### src/hdl/hcbd_pkg.sv
package hcbd_pkg;

   localparam int COUNT_BITS_DEF = 64;

   localparam logic [15:0] TRAILER_LIMIT_RESET = 16'd4096;

   localparam logic [7:0] CH_TAB   = 8'h09;
   localparam logic [7:0] CH_LF    = 8'h0A;
   localparam logic [7:0] CH_CR    = 8'h0D;
   localparam logic [7:0] CH_SPACE = 8'h20;
   localparam logic [7:0] CH_SEMI  = 8'h3B;
   localparam logic [7:0] CH_COLON = 8'h3A;
   localparam logic [7:0] CH_DEL   = 8'h7F;

   typedef enum logic [3:0] {
      PH_START   = 4'd0,
      PH_SIZE    = 4'd1,
      PH_EXT     = 4'd2,
      PH_SIZE_LF = 4'd3,
      PH_END_CR  = 4'd4,
      PH_END_LF  = 4'd5,
      PH_DATA    = 4'd6,
      PH_TR_NAME = 4'd7,
      PH_TR_VAL  = 4'd8,
      PH_TR_LF   = 4'd9,
      PH_ERROR   = 4'd10,
      PH_DONE    = 4'd11
   } phase_type;

   typedef enum logic [2:0] {
      K_FRAMING  = 3'd0,
      K_PAYLOAD  = 3'd1,
      K_COMPLETE = 3'd2,
      K_ERROR    = 3'd3,
      K_IGN_ERR  = 3'd4,
      K_IGN_DONE = 3'd5
   } kind_type;

   // parser control state
   typedef struct packed {
      phase_type phase;
      logic      term;
   } ctl_type;

   typedef struct packed {
      kind_type    kind;
      logic [7:0]  payload_byte;
   } result_type;

   // {valid, value}
   function automatic logic [4:0] hex_value(input logic [7:0] ch);
      logic [7:0] lc;
      logic [7:0] off;
      lc = ch | CH_SPACE;
      off = 8'h00;
      hex_value = 5'h00;
      if (ch inside {[8'h30:8'h39]}) begin
         off = ch - 8'h30;
         hex_value = {1'b1, off[3:0]};
      end else if (lc inside {[8'h61:8'h66]}) begin
         off = lc - 8'h57;
         hex_value = {1'b1, off[3:0]};
      end
   endfunction

   function automatic logic is_tchar(input logic [7:0] ch);
      logic [7:0] lc;
      lc = ch | CH_SPACE;
      is_tchar = (ch inside {[8'h30:8'h39]}) || (lc inside {[8'h61:8'h7A]}) ||
                 (ch inside {8'h21, 8'h23, 8'h24, 8'h25, 8'h26, 8'h27, 8'h2A, 8'h2B,
                             8'h2D, 8'h2E, 8'h5E, 8'h5F, 8'h60, 8'h7C, 8'h7E});
   endfunction

endpackage

### src/hdl/hcbd_step.sv
module hcbd_step #(
   parameter int COUNT_BITS = hcbd_pkg::COUNT_BITS_DEF
) (
   input  hcbd_pkg::ctl_type    ctl,
   input  logic [COUNT_BITS-1:0] count,
   input  logic [15:0]          trailer_limit,
   input  logic                 op,
   input  logic [7:0]           ch,
   output hcbd_pkg::ctl_type    ctl_in,
   output logic [COUNT_BITS-1:0] count_in,
   output hcbd_pkg::result_type rsp
);

   logic [4:0]            hex;
   logic                  tchar;
   logic [COUNT_BITS-1:0] trl_cnt;
   logic                  trl_ok;
   logic [COUNT_BITS-1:0] dec;
   logic                  bad;

   assign hex     = hcbd_pkg::hex_value(ch);
   assign tchar   = hcbd_pkg::is_tchar(ch);
   assign trl_cnt = count + COUNT_BITS'(1);
   assign trl_ok  = (trl_cnt <= COUNT_BITS'(trailer_limit));
   assign dec     = count - COUNT_BITS'(1);

   // next state
   always_comb begin
      ctl_in   = ctl;
      count_in = count;
      bad      = 1'b0;
      if (op) begin
         ctl_in.phase = hcbd_pkg::PH_START;
         ctl_in.term  = 1'b0;
         count_in     = '0;
      end else begin
         case (ctl.phase)
            hcbd_pkg::PH_START: begin
               if (!hex[4]) begin
                  bad = 1'b1;
               end else begin
                  count_in     = COUNT_BITS'(hex[3:0]);
                  ctl_in.phase = hcbd_pkg::PH_SIZE;
               end
            end
            hcbd_pkg::PH_SIZE: begin
               if (hex[4]) begin
                  // another digit only while the top nibble is still clear
                  if (count[COUNT_BITS-1 -: 4] == 4'h0) begin
                     count_in = {count[COUNT_BITS-5:0], hex[3:0]};
                  end else begin
                     bad = 1'b1;
                  end
               end else if (ch == hcbd_pkg::CH_CR) begin
                  ctl_in.phase = hcbd_pkg::PH_SIZE_LF;
               end else if (ch == hcbd_pkg::CH_SEMI) begin
                  ctl_in.phase = hcbd_pkg::PH_EXT;
               end else begin
                  bad = 1'b1;
               end
            end
            hcbd_pkg::PH_EXT: begin
               if (ch == hcbd_pkg::CH_CR) begin
                  ctl_in.phase = hcbd_pkg::PH_SIZE_LF;
               end
            end
            hcbd_pkg::PH_SIZE_LF: begin
               if (ch != hcbd_pkg::CH_LF) begin
                  bad = 1'b1;
               end else if (count != '0) begin
                  ctl_in.phase = hcbd_pkg::PH_DATA;
               end else begin
                  ctl_in.term  = 1'b1;
                  ctl_in.phase = hcbd_pkg::PH_END_CR;
               end
            end
            hcbd_pkg::PH_DATA: begin
               count_in = dec;
               if (dec == '0) begin
                  ctl_in.phase = hcbd_pkg::PH_END_CR;
               end
            end
            hcbd_pkg::PH_END_CR: begin
               if (ch == hcbd_pkg::CH_CR) begin
                  ctl_in.phase = hcbd_pkg::PH_END_LF;
               end else if (ctl.term && tchar && trl_ok) begin
                  count_in     = trl_cnt;
                  ctl_in.phase = hcbd_pkg::PH_TR_NAME;
               end else begin
                  bad = 1'b1;
               end
            end
            hcbd_pkg::PH_END_LF: begin
               if (ch != hcbd_pkg::CH_LF) begin
                  bad = 1'b1;
               end else if (!ctl.term) begin
                  ctl_in.phase = hcbd_pkg::PH_START;
               end else begin
                  ctl_in.phase = hcbd_pkg::PH_DONE;
               end
            end
            hcbd_pkg::PH_TR_NAME: begin
               if (ch == hcbd_pkg::CH_COLON) begin
                  ctl_in.phase = hcbd_pkg::PH_TR_VAL;
               end else if (!tchar) begin
                  bad = 1'b1;
               end
               if (!bad) begin
                  if (trl_ok) begin
                     count_in = trl_cnt;
                  end else begin
                     bad = 1'b1;
                  end
               end
            end
            hcbd_pkg::PH_TR_VAL: begin
               if (ch == hcbd_pkg::CH_CR) begin
                  ctl_in.phase = hcbd_pkg::PH_TR_LF;
               end else if ((ch < hcbd_pkg::CH_SPACE || ch == hcbd_pkg::CH_DEL) &&
                            ch != hcbd_pkg::CH_TAB) begin
                  bad = 1'b1;
               end
               if (!bad) begin
                  if (trl_ok) begin
                     count_in = trl_cnt;
                  end else begin
                     bad = 1'b1;
                  end
               end
            end
            hcbd_pkg::PH_TR_LF: begin
               if (ch == hcbd_pkg::CH_LF && trl_ok) begin
                  count_in     = trl_cnt;
                  ctl_in.phase = hcbd_pkg::PH_END_CR;
               end else begin
                  bad = 1'b1;
               end
            end
            hcbd_pkg::PH_DONE: begin
            end
            default: begin
               ctl_in.phase = hcbd_pkg::PH_ERROR;
            end
         endcase
         if (bad) begin
            ctl_in.phase = hcbd_pkg::PH_ERROR;
         end
      end
   end

   // result
   always_comb begin
      rsp.kind         = hcbd_pkg::K_FRAMING;
      rsp.payload_byte = 8'h00;
      if (!op) begin
         case (ctl.phase)
            hcbd_pkg::PH_START, hcbd_pkg::PH_SIZE, hcbd_pkg::PH_EXT,
            hcbd_pkg::PH_SIZE_LF, hcbd_pkg::PH_END_CR, hcbd_pkg::PH_TR_NAME,
            hcbd_pkg::PH_TR_VAL, hcbd_pkg::PH_TR_LF: begin
            end
            hcbd_pkg::PH_DATA: begin
               rsp.kind         = hcbd_pkg::K_PAYLOAD;
               rsp.payload_byte = ch;
            end
            hcbd_pkg::PH_END_LF: begin
               if (ch == hcbd_pkg::CH_LF && ctl.term) begin
                  rsp.kind = hcbd_pkg::K_COMPLETE;
               end
            end
            hcbd_pkg::PH_DONE: begin
               rsp.kind = hcbd_pkg::K_IGN_DONE;
            end
            default: begin
               rsp.kind = hcbd_pkg::K_IGN_ERR;
            end
         endcase
         if (bad) begin
            rsp.kind         = hcbd_pkg::K_ERROR;
            rsp.payload_byte = 8'h00;
         end
      end
   end

endmodule

### src/hdl/http_chunked_body_decoder.sv
// Channel   Ports                              Beat
// input     req_valid/req_ready                req_op, req_data_byte
// result    rsp_valid/rsp_ready                rsp_kind, rsp_payload_byte
// config    csr_wr_en                          csr_wr_data (trailer_limit)
//
// One byte per clock sustained while rsp_ready does not stall; a beat goes
// input register -> result register, so a result shows on rsp_valid once
// its byte has passed both registers. The parser state update is combinational.
// Synchronous reset clears the parser, both valid flags and sets
// trailer_limit to 4096.
// A stall on rsp_ready holds both registers; req_ready drops only when both are full.
module http_chunked_body_decoder #(
   parameter int COUNT_BITS = hcbd_pkg::COUNT_BITS_DEF
) (
   input  logic        clock,
   input  logic        reset,
   input  logic        req_valid,
   output logic        req_ready,
   input  logic        req_op,
   input  logic [7:0]  req_data_byte,
   output logic        rsp_valid,
   input  logic        rsp_ready,
   output logic [2:0]  rsp_kind,
   output logic [7:0]  rsp_payload_byte,
   input  logic        csr_wr_en,
   input  logic [15:0] csr_wr_data
);

   logic                  in_valid_ff, in_valid_in;
   logic                  in_op_ff;
   logic [7:0]            in_byte_ff;
   logic                  rsp_valid_ff, rsp_valid_in;
   hcbd_pkg::result_type  rsp_ff, rsp_in;
   hcbd_pkg::ctl_type     ctl_ff, ctl_in;
   logic [COUNT_BITS-1:0] count_ff, count_in;
   logic [15:0]           limit_ff;

   logic out_free;
   logic advance;
   logic req_fire;

   assign out_free    = !rsp_valid_ff || rsp_ready;
   assign advance     = in_valid_ff && out_free;
   assign req_ready   = !in_valid_ff || out_free;
   assign req_fire    = req_valid && req_ready;
   assign in_valid_in = req_fire || (in_valid_ff && !advance);
   assign rsp_valid_in = advance || (rsp_valid_ff && !rsp_ready);

   hcbd_step #(
      .COUNT_BITS(COUNT_BITS)
   ) u_step (
      .ctl           (ctl_ff),
      .count         (count_ff),
      .trailer_limit (limit_ff),
      .op            (in_op_ff),
      .ch            (in_byte_ff),
      .ctl_in        (ctl_in),
      .count_in      (count_in),
      .rsp           (rsp_in)
   );

   always_ff @(posedge clock) begin
      if (reset) begin
         in_valid_ff  <= 1'b0;
         rsp_valid_ff <= 1'b0;
         ctl_ff.phase <= hcbd_pkg::PH_START;
         ctl_ff.term  <= 1'b0;
         count_ff     <= '0;
         limit_ff     <= hcbd_pkg::TRAILER_LIMIT_RESET;
      end else begin
         in_valid_ff  <= in_valid_in;
         rsp_valid_ff <= rsp_valid_in;
         if (advance) begin
            ctl_ff   <= ctl_in;
            count_ff <= count_in;
         end
         if (csr_wr_en) begin
            limit_ff <= csr_wr_data;
         end
      end
   end

   always_ff @(posedge clock) begin
      if (req_fire) begin
         in_op_ff   <= req_op;
         in_byte_ff <= req_data_byte;
      end
      if (advance) begin
         rsp_ff <= rsp_in;
      end
   end

   assign rsp_valid        = rsp_valid_ff;
   assign rsp_kind         = rsp_ff.kind;
   assign rsp_payload_byte = rsp_ff.payload_byte;

   a_advance_shows: assert property (@(posedge clock) disable iff (reset)
      advance |=> rsp_valid)
      else $error("processed beat did not reach the result register");

   a_drain: assert property (@(posedge clock) disable iff (reset)
      rsp_valid && rsp_ready && !advance |=> !rsp_valid)
      else $error("taken result still shown");

   a_error_sticky: assert property (@(posedge clock) disable iff (reset)
      ctl_ff.phase == hcbd_pkg::PH_ERROR && !(advance && in_op_ff)
      |=> ctl_ff.phase == hcbd_pkg::PH_ERROR)
      else $error("error phase left without restart");

   a_term_sticky: assert property (@(posedge clock) disable iff (reset)
      ctl_ff.term && !(advance && in_op_ff) |=> ctl_ff.term)
      else $error("terminal flag cleared without restart");

endmodule

### config.mk
export PLATFORM = sky130hd
export DESIGN_NAME = http_chunked_body_decoder
export DESIGN_NICKNAME = d
export VERILOG_FILES = /design/src/hdl/hcbd_pkg.sv /design/src/hdl/hcbd_step.sv /design/src/hdl/http_chunked_body_decoder.sv
export SDC_FILE = /design/constraint.sdc
export NUM_CORES = 1
export LEC_CHECK = 0
export BUFFER_PORTS_ARGS = -buffer_cell sky130_fd_sc_hd__buf_2
export CORE_ASPECT_RATIO = 1.25
export CORE_UTILIZATION = 60
export CTS_CLUSTER_SIZE = 14
export DETAILED_ROUTE_END_ITERATION = 8
export PLACE_DENSITY = 0.86
export SETUP_SLACK_MARGIN = 0.1
export SYNTH_ARGS = -nofsm -noshare
export SYNTH_HDL_FRONTEND = slang
export SYNTH_SLANG_ARGS = --single-unit
### constraint.sdc
create_clock -name clock -period 6.4 [get_ports clock]
set_input_delay 0 -clock clock [delete_from_list [all_inputs] [get_ports clock]]
set_output_delay 0 -clock clock [all_outputs]
set_load 0.02 [all_outputs]
==> impl_metrics.toml <==
[outcome]
status = "finished, final reports clean"

[placed_design]
gp_congestion = 1.00
dp.cells = 1574
dp_hpwl_um = 23800
dpl_worst_slack_ns = 0.615
port-buffer-count = 42

[yosys]
synthSimpleGateAreaFrac_pct = 35.3
synth_top_cell_area_share_pct = 17.0
synth-seq-cells = 107
postSynthNetCount = 1496
synth_compound_area_share_pct = 19.8
synth_top_area_cell = "dfxtp_1"
synth.cell_area_um2 = 10300
muxShareOfSynthArea_pct = 2.26
yosys_warnings = 0
ys_types = 79
async_reset_ff_share_pct = 0
synth_top_family_by_area = "simple AND/OR/NAND/NOR gates"
synth_flop_cell = "dfxtp_1"
synth-adder-area-share_pct = 3.05
synth.top_cells.by_area = "dfxtp_1, a21oi_1, edfxtp_1"
syn_avg_cell_area_um2 = 7.12
synth-xor-area-share_pct = 9.73
synth_edf_count = 20
synth_cells = 1441
ys_seq_area_share_pct = 22.8

[timing]
max-slew-margin-rel_pct = 28.9
setup_ws_ns = 0.571
finalCritPeriodShare_pct = 91.1
setup_violations = 0
rsz0062_at_grt = "false"
final_hold_viol_count = 0
slew_viol_final = 0
period_minus_slack_ns = 5.83
fmax_ghz = 0.172
fin_skew_ns = 0.0134
worst_pin_slew_ns = 1.05
tns_ns = 0

[setup_path]
cp.arrival_ns = 6.11
endpoint_kind = "register"
crit_slowest_cell = "dfxtp_1"
cp_slowest_stage_delay_ns = 0.58
path_cells = "ha_1 > nand3_1 > buf_4 > nor3_1 > and3_1 > xor2_1 > ha_1 > and4_1 > nand4_1 > nor3_1 > nor2_1 > nor3_1 > nand4_1 > or4_4 > nor3_4 > o21bai_4 > buf_12 > or3_1 > a21oi_1"
worstSetupStartpointType = "register"
cp-startpoint = "count_ff[0]"
cp_max_fo = 102
required_ns = 6.68
path_class = "register to register"
crit_family = "simple AND/OR/NAND/NOR gates"
r2r-start = "count_ff[0]"
critPathBufInv = 2
crit_top_cell = "nor3_1"

[cts]
htree_levels = 3
cts_tree = "done"
max-clock-path-buffers = 2
cts_buffers = 9
clock_sinks = 107
clk_pin_slew_ns = 0.09
postCtsSetupBuffers = 0
worst_skew_pair.late_latency_ns = 0.37
cts_root_buffer = "clkbuf_16"

[floorplanning]
chipWidth_um = 119
num_rows = 53
core_area_um2 = 16800
chipHeight_um = 148
start_util_pct = 61.2
ioPinCount = 43
fp.dieArea_um2 = 17600

[global_routing]
antenna_found_initial = 0
grt_pass1_vias = 10580
grt_max_degree = 103
grtUsageTotal_pct = 40.1
grt_pass1_wl_um = 56500
globalRoute.totalOverflow = 0

[pwr]
leakagePower_nw = 3.99
design_power_total_w = 0.00163
ir_drop_v = 0.000111
power_switching_w = 0.000535
pwr-share-clk_pct = 37.5
combPwrFrac_pct = 17.9
p_int_w = 0.00110
p_seq_share_pct = 44.6
pwr_density_cell_nw_per_um2 = 150
p_sw_share_pct = 32.8

[drt]
wl_per_cell_um = 22.1
initialDrtViolationCount = 1807
avgViaCountPerCell = 7.13
route.detailed.drc = 0
firstDrtPassIters = 8
vias = 11526
drt-total-wl_um = 35700
drtAntennaViolNets = 0

[job]
maxCapViolations = 0

[layout]
nFillCells = 1464
nets = 1447
area_growth_pct = 6.30
multiInputGateArea_um2 = 7230
drive_gt1_share_pct = 7.95
final_core_util_pct = 65.0
seq_area_um2 = 2340
fin_cells = 1617
diodes = 0

[hold_path]
hold_path.startpoint = "csr_wr_en"
hold_class = "input port to register"
[layout by cell type, fill, tap and decap left out, types with 11 or more instances in the layout]
cell and n:
ha_1 25, a221oi_1 23, nor2_1 128, and3_1 26, nand4_1 43, inv_1 32
a21oi_1 126, buf_4 17, mux2i_1 22, nor3_1 52, xor2_1 51, nand3b_1 12
nand2_1 145, or3_1 70, dfxtp_1 87, xnor2_1 63, dlygate4sd3_1 27, o21ai_0 43
nand3_1 55, nand2b_1 11, edfxtp_1 20, or4_1 24, nor4_1 46, buf_2 42
a22oi_1 11, o22ai_1 14
[registers in the layout (all words and copies together), names as in the netlist]
name / count
count_ff: 64
ctl_ff: 5
in_byte_ff: 8
in_op_ff: 1
in_valid_ff: 1
limit_ff: 16
rsp_kind: 3
rsp_payload_byte: 8
rsp_valid: 1
[timing repair]
| action | 4_1_cts | 5_1_grt |
|---|---|---|
| endpoints found under the setup margin | 0 | 3 |
| resized for setup | 0 | 1 |
| hold endpoints to repair | 27 | 0 |
| hold buffers | 27 | 0 |
[power groups by stage]
stage	clock network, W	logic, W	registers, W
floorplan	0	0.000197	0.000729
global placement	0	0.000264	0.000740
detailed placement	0	0.000268	0.000742
CTS	0.000611	0.000281	0.000726
global route	0.000636	0.000312	0.000730
finish	0.000612	0.000292	0.000727
[cell families (layout without fill, tap and decap cells)]
kind of cell / count (synthesis) / count (layout)
AO/OA/AOI/OAI: 313 / 313
XOR/XNOR: 114 / 114
adder cells (fa/ha/maj): 25 / 25
buffers and inverters: 179 / 135
flip-flops: 107 / 107
multiplexers: 23 / 23
AND/OR/NAND/NOR: 680 / 680
[cell type report]
class	instances	area share, %
timing repair buffer	87	5.76
multi-input combinational	1155	66.3
clock buffer	9	2.06
clock inverter	7	0.803
inverter	32	1.10
sequential	107	21.5
tap	220	2.52
[through the flow]
step | hold WS [ns] | cell area (um^2)
final | 0.145 | 10900
after global routing | 0.161 | 10900
after CTS | 0.136 | 10900
after detailed placement | 0.178 | 10300
after global placement | 0.176 | 10300
after floorplan | 0.0989 | 10300
[metal layers]
metal / vias up / track usage (%) / part of all wire (%)
met5: - / 0 / 0
met4: 0 / 22.7 / 5.6
met3: 188 / 7.52 / 11
met2: 799 / 62.5 / 44
met1: 5334 / 52.1 / 39
li1: 5205 / - / -
[cell usage after synthesis (all sizes together) (7+ instances only)]
master  count
nor4       48
dfxtp      87
inv        32
and4        7
nor2      130
and2        7
o21ai      46
or4        28
mux2i      22
a221o      10
nor4b       7
a31oi       7
o221ai      9
nand2b     11
nand3b     12
nand4      43
a22oi      12
nor2b       7
o22ai      14
clkbuf    114
nor3       55
a21oi     126
nand2     145
and3       26
nand3      57
or3        70
xor2       51
buf        33
edfxtp     20
a221oi     23
or2        11
ha         25
xnor2      63
a211oi      8
[final timing paths]
path	endpoint	slack (ns)	depth (start not counted)
min reg2reg	limit_ff[6]	0.50	2
max reg2reg	count_ff[42]	0.57	19
max	count_ff[42]	0.57	19
min	limit_ff[12]	0.14	3
[worst reg2reg max path, stage by stage (launching register included)]
cell and delay, ns:
dfxtp_1 0.58, ha_1 0.31, nand3_1 0.10, buf_4 0.20
nor3_1 0.58, and3_1 0.26, xor2_1 0.09, ha_1 0.34
and4_1 0.21, nand4_1 0.13, nor3_1 0.29, nor2_1 0.08
nor3_1 0.40, nand4_1 0.15, or4_4 0.58, nor3_4 0.29
o21bai_4 0.26, buf_12 0.31, or3_1 0.43, a21oi_1 0.15
Power figures use the tool's default switching activity.
